**config.mk**
```make
export PLATFORM = sky130hd
export DESIGN_NAME = mma_ctrl
export DESIGN_NICKNAME = d
export VERILOG_FILES = /design/src/hw/rtl/mma_pkg.sv /design/src/hw/rtl/mma_ctrl.sv
export SDC_FILE = /design/constraint.sdc
export NUM_CORES = 1
export LEC_CHECK = 0
export BUFFER_PORTS_ARGS = -buffer_cell sky130_fd_sc_hd__clkbuf_2
export CAP_MARGIN = 40
export CORE_AREA = 2 2 39 41
export DETAILED_ROUTE_END_ITERATION = 12
export DIE_AREA = 0 0 41 43
export PLACE_DENSITY = 0.5
export REMOVE_ABC_BUFFERS = 1
export SLEW_MARGIN = 30
export SYNTH_ARGS = -nofsm -noshare
export SYNTH_HDL_FRONTEND = slang
export SYNTH_SLANG_ARGS = --single-unit
```
**constraint.sdc**
```tcl
create_clock -name clk -period 1.01 [get_ports clk]
set_input_delay 0.0505 -clock clk [delete_from_list [all_inputs] [get_ports clk]]
set_output_delay 0.0505 -clock clk [all_outputs]
set_load 0.01 [all_outputs]
```
**src/hw/rtl/mma_pkg.sv**
```systemverilog
// Shared constants, types and codes for the multichannel moving average block.
package mma_pkg;

  localparam int CHANNELS   = 128;
  localparam int WINDOW_MAX = 64;

  localparam int DATA_W     = 48;
  localparam int FRAC_BITS  = 8;
  localparam int MODE_W     = 2;
  localparam int CHAN_W     = 8;
  localparam int WINCFG_W   = 7;

  localparam int CH_BITS    = (CHANNELS > 1) ? $clog2(CHANNELS) : 1;
  localparam int WIN_BITS   = $clog2(WINDOW_MAX);
  localparam int CNT_W      = WIN_BITS + 1;
  localparam int CELL_AW    = CH_BITS + WIN_BITS;
  localparam int CELLS      = 1 << CELL_AW;
  localparam int SUM_W      = DATA_W + WIN_BITS;

  localparam int DIV_RADIX  = 2;
  localparam int DIV_STEPS  = (SUM_W + DIV_RADIX - 1) / DIV_RADIX;
  localparam int DIV_CW     = $clog2(DIV_STEPS);
  localparam int QUO_W      = DIV_RADIX * DIV_STEPS;

  localparam longint AVG_LIMIT    = 200000000;
  localparam int     WINDOW_RESET = 60;

  localparam logic [QUO_W-1:0] AVG_MAX = QUO_W'(AVG_LIMIT << FRAC_BITS);

  localparam logic [MODE_W-1:0] MODE_CLEAR = MODE_W'(0);
  localparam logic [MODE_W-1:0] MODE_READ  = MODE_W'(2);

  typedef enum logic [1:0] {
    K_ECHO,
    K_CLEAR,
    K_READ,
    K_UPDATE
  } kind_t;

  typedef enum logic [2:0] {
    ST_INIT,
    ST_IDLE,
    ST_LOOK,
    ST_DISPATCH,
    ST_SUM,
    ST_DIV,
    ST_CLEAR,
    ST_FINISH
  } state_t;

  typedef struct packed {
    logic [DATA_W-1:0]   avg;
    logic [WIN_BITS-1:0] idx;
    logic                wrapped;
  } meta_t;

  typedef struct packed {
    logic init_step;
    logic load;
    logic look;
    logic upd_start;
    logic sum_step;
    logic div_start;
    logic clear_step;
    logic finish;
  } cmd_t;

  typedef struct packed {
    logic  init_done;
    kind_t kind;
    logic  sum_done;
    logic  div_done;
    logic  clear_done;
    logic  out_free;
  } stat_t;

endpackage

```
**src/hw/rtl/mma_ctrl.sv**
```systemverilog
// Sequencing state machine for the moving average block.
module mma_ctrl (
  input  logic           clk,
  input  logic           rst,
  input  logic           item_valid,
  output logic           item_stall,
  input  mma_pkg::stat_t st,
  output mma_pkg::cmd_t  cmd
);
  import mma_pkg::*;

  state_t state, state_next;

  always_ff @(posedge clk) begin
    if (rst) begin
      state <= ST_INIT;
    end else begin
      state <= state_next;
    end
  end

  always_comb begin
    state_next = state;
    item_stall = 1'b1;
    cmd        = '0;
    case (state)
      ST_INIT: begin
        cmd.init_step = 1'b1;
        if (st.init_done) state_next = ST_IDLE;
      end
      ST_IDLE: begin
        item_stall = 1'b0;
        if (item_valid) begin
          cmd.load   = 1'b1;
          state_next = ST_LOOK;
        end
      end
      ST_LOOK: begin
        cmd.look   = 1'b1;
        state_next = ST_DISPATCH;
      end
      ST_DISPATCH: begin
        case (st.kind)
          K_UPDATE: begin
            cmd.upd_start = 1'b1;
            state_next    = ST_SUM;
          end
          K_CLEAR: state_next = ST_CLEAR;
          default: state_next = ST_FINISH;
        endcase
      end
      ST_SUM: begin
        cmd.sum_step = 1'b1;
        if (st.sum_done) begin
          cmd.div_start = 1'b1;
          state_next    = ST_DIV;
        end
      end
      ST_DIV: begin
        if (st.div_done) state_next = ST_FINISH;
      end
      ST_CLEAR: begin
        cmd.clear_step = 1'b1;
        if (st.clear_done) state_next = ST_FINISH;
      end
      ST_FINISH: begin
        if (st.out_free) begin
          cmd.finish = 1'b1;
          state_next = ST_IDLE;
        end
      end
      default: state_next = ST_INIT;
    endcase
  end

endmodule

```
==> flow_summary.ini <==
[power]
switchingPower_uw = 297.5
combPwrFrac_pct = 53.9
vdd_drop_max_mv = 0.6040
sw_frac_of_total_pct = 33.15
cellPowerDensity_mw_per_mm2 = 1661
power.internal_uw = 600.1
p_total_uw = 897.7
clockPowerShare_pct = 23.0
p_seq_share_pct = 23.2
p_leak_uw = 0.0002779

[drt]
drt_wl_total_um = 838
drt.antenna.violating_nets = 0
drc_errors = 0
viasPerCell = 4.289
wl_per_cell_um = 10.10
dr_total_vias = 356
drtPass1Iterations = 5
drt_iter0_drc = 7

[floorplan]
core_mm2 = 0.001384
die_x_um = 41
num_io_pins = 19
num_rows = 14
dieArea_mm2 = 0.001763
initial_utilization_pct = 18.54
fp.dieH_um = 43

[run_status]
violations = setup timing
outcome = finished with violations

[setup_path]
worstPathArrival_ns = 1.07
critical_path.slowest_cell = dfxtp_2
required_ns = 0.96
end_kind = output port
crit_chain = buf_6 > nand3b_1 > nor2_1 > buf_2
crit_path_max_incr_delay_ns = 0.33
crit_type = reg -> out
cp-start-kind = register
path_max_fanout = 5
reg2reg_slack_ns = -0.04

[cts]
h-tree-depth = 1
clock_latency_ns = 0.23
cts_hold_buf = 0
ctsLongestPathBuffers = 2
numCtsBuffers = 3
cts.sinks = 3
clockRootBuffer = clkbuf_4
clk_pin_slew_ns = 0.03
cts_tree = done

[timing]
fmax_mhz = 895.8
tightest_slew_ns = 0.1746
setup_slack_ns = -0.1063
fin_crit_ns = 1.116
relSlewSlack_pct = 88.02
setup_tns_ns = -0.6339
fin_hold_ws_ns = 0.01528
finalMaxSlewViolations = 0
rsz0062_at_grt = yes
setup_viol = 10
hold_viol_final = 0
fin_crit_sh_pct = 110.5
clock_skew_ns = 0.0004839

[final_layout]
area_growth_pct = 110.7
diodes = 0
fin_nets = 78
largest_reg_flops = 3
drive_gt1_share_pct = 70.15
fillers = 149
top_regs = state x3
fin_util_pct = 39.06
top_register = state

[logic_synthesis]
yosysUniqueCellTypes = 19
synth-seq-cells = 3
avgSynthCellArea_um2 = 7.773
syn_area_um2 = 256.5
yosysSeqAreaShare_pct = 23.41
netlist_instances = 33
yosysWarnings = 0

[job]
drv_cap = 0

[placed_design]
dp_hpwl_um = 505.5
port_buffers = 18
place_congestion = 0.6763

[global_route]
grt_overflow = 0
grt_max_degree = 12
grt_antenna_before_repair = 0
grt_pass1_vias = 327
track_usage_pct = 12.41
grt_pass1_wl_mm = 1.373

[worst_hold_path]
hold_class = in -> reg
==> what timing repair did <==
action / 4_1_cts / 5_1_grt
endpoints found under the hold margin: 0 / 0
pin swaps: 3 / 5
setup endpoints to repair: 11 / 12
resized for setup: 13 / 14
setup buffers: 8 / 3
gates cloned: 0 / 0
==> through the flow <==
stage	worst slack [ns]	cells	instance area (µm²)
2_1_floorplan	-0.03747	30	226.5
3_3_place_gp	-0.02958	69	374.1
3_5_place_dp	-0.01635	69	374.1
4_1_cts	-0.1205	81	500.5
5_1_grt	-0.1689	83	540.5
6_report	-0.1063	83	540.5
==> cell usage in the layout, fill, tap and decap left out, types with 2 or more instances in the layout <==
cell | netlist | layout
buf_4 | 1 | 11
clkbuf_2 | 0 | 10
buf_2 | 0 | 7
buf_6 | 2 | 5
nand2_1 | 4 | 4
clkbuf_4 | 0 | 3
nor2_1 | 5 | 2
nand3b_1 | 2 | 2
nor2_2 | 0 | 2
nor3_1 | 2 | 2
a21oi_1 | 2 | 2
dfxtp_4 | 0 | 2
==> per-layer routing <==
layer / up-vias / wire (µm) / share of wire, % / GRT usage, %
met2: 15 / 462 / 55 / 18.13
met4: 0 / 10 / 1.2 / 12.00
met1: 157 / 311 / 37 / 12.42
li1: 182 / - / - / -
met3: 2 / 54 / 6.4 / 4.712
met5: - / 0 / 0 / 0
==> worst max-delay path: cells and delay by family, from the launching register on <==
family | cells | cell delay, ns
buffers and inverters | 2 | 0.26
DFF | 1 | 0.33
and+or+nand+nor | 2 | 0.25
==> power by group through the flow <==
stage | Sequential [µW] | Clock (µW) | Combinational, µW
final | 208 | 206 | 483
after global routing | 214 | 237 | 530
after CTS | 204 | 215 | 422
after detailed placement | 186 | 0 | 301
after global placement | 188 | 0 | 303
after floorplan | 194 | 0 | 146
==> cells by family (layout without fill, tap and decap cells) <==
group	Yosys count	after routing	synth area share (%)
compound gates	5	5	15.61
buf+inv	3	37	11.71
flops	3	3	23.42
mux	2	2	8.293
simple gates	20	20	40.98
==> path summary, 6_finish.rpt <==
kind | startpoint | endpoint | cells past startpoint
setup / recovery | state[2] | cmd[4] | 4
hold / removal | rst | state[0] | 2
setup reg to reg | state[0] | state[0] | 4
hold reg to reg | state[0] | state[0] | 3
==> synth_stat cells <==
| cell | count | area, µm² |
|---|---|---|
| buf_4 | 1 | 7.510 |
| and3b_1 | 1 | 8.760 |
| nand2_1 | 4 | 15.01 |
| nor2_1 | 5 | 18.77 |
| and3_2 | 1 | 7.510 |
| nand3b_1 | 2 | 15.01 |
| a21oi_1 | 2 | 10.01 |
| mux2i_1 | 1 | 10.01 |
| buf_6 | 2 | 22.52 |
| dfxtp_1 | 3 | 60.06 |
| mux2_1 | 1 | 11.26 |
| nand3_1 | 1 | 5.000 |
| a221oi_2 | 1 | 15.01 |
| and2_1 | 1 | 6.260 |
| nor3_1 | 2 | 10.01 |
| nand2b_1 | 1 | 6.260 |
| nor2b_1 | 2 | 12.51 |
| a31oi_1 | 1 | 6.260 |
| a211o_1 | 1 | 8.760 |
==> cell type report <==
| type | count | area [µm²] | area share [%] |
|---|---|---|---|
| well taps | 16 | 20.02 | 3.704 |
| flip-flops and latches | 3 | 68.82 | 12.73 |
| repair buffers | 33 | 224.0 | 41.44 |
| multi-input cells | 27 | 201.4 | 37.27 |
| clock buffers | 4 | 26.28 | 4.861 |
(Power assumes the default switching activity.)
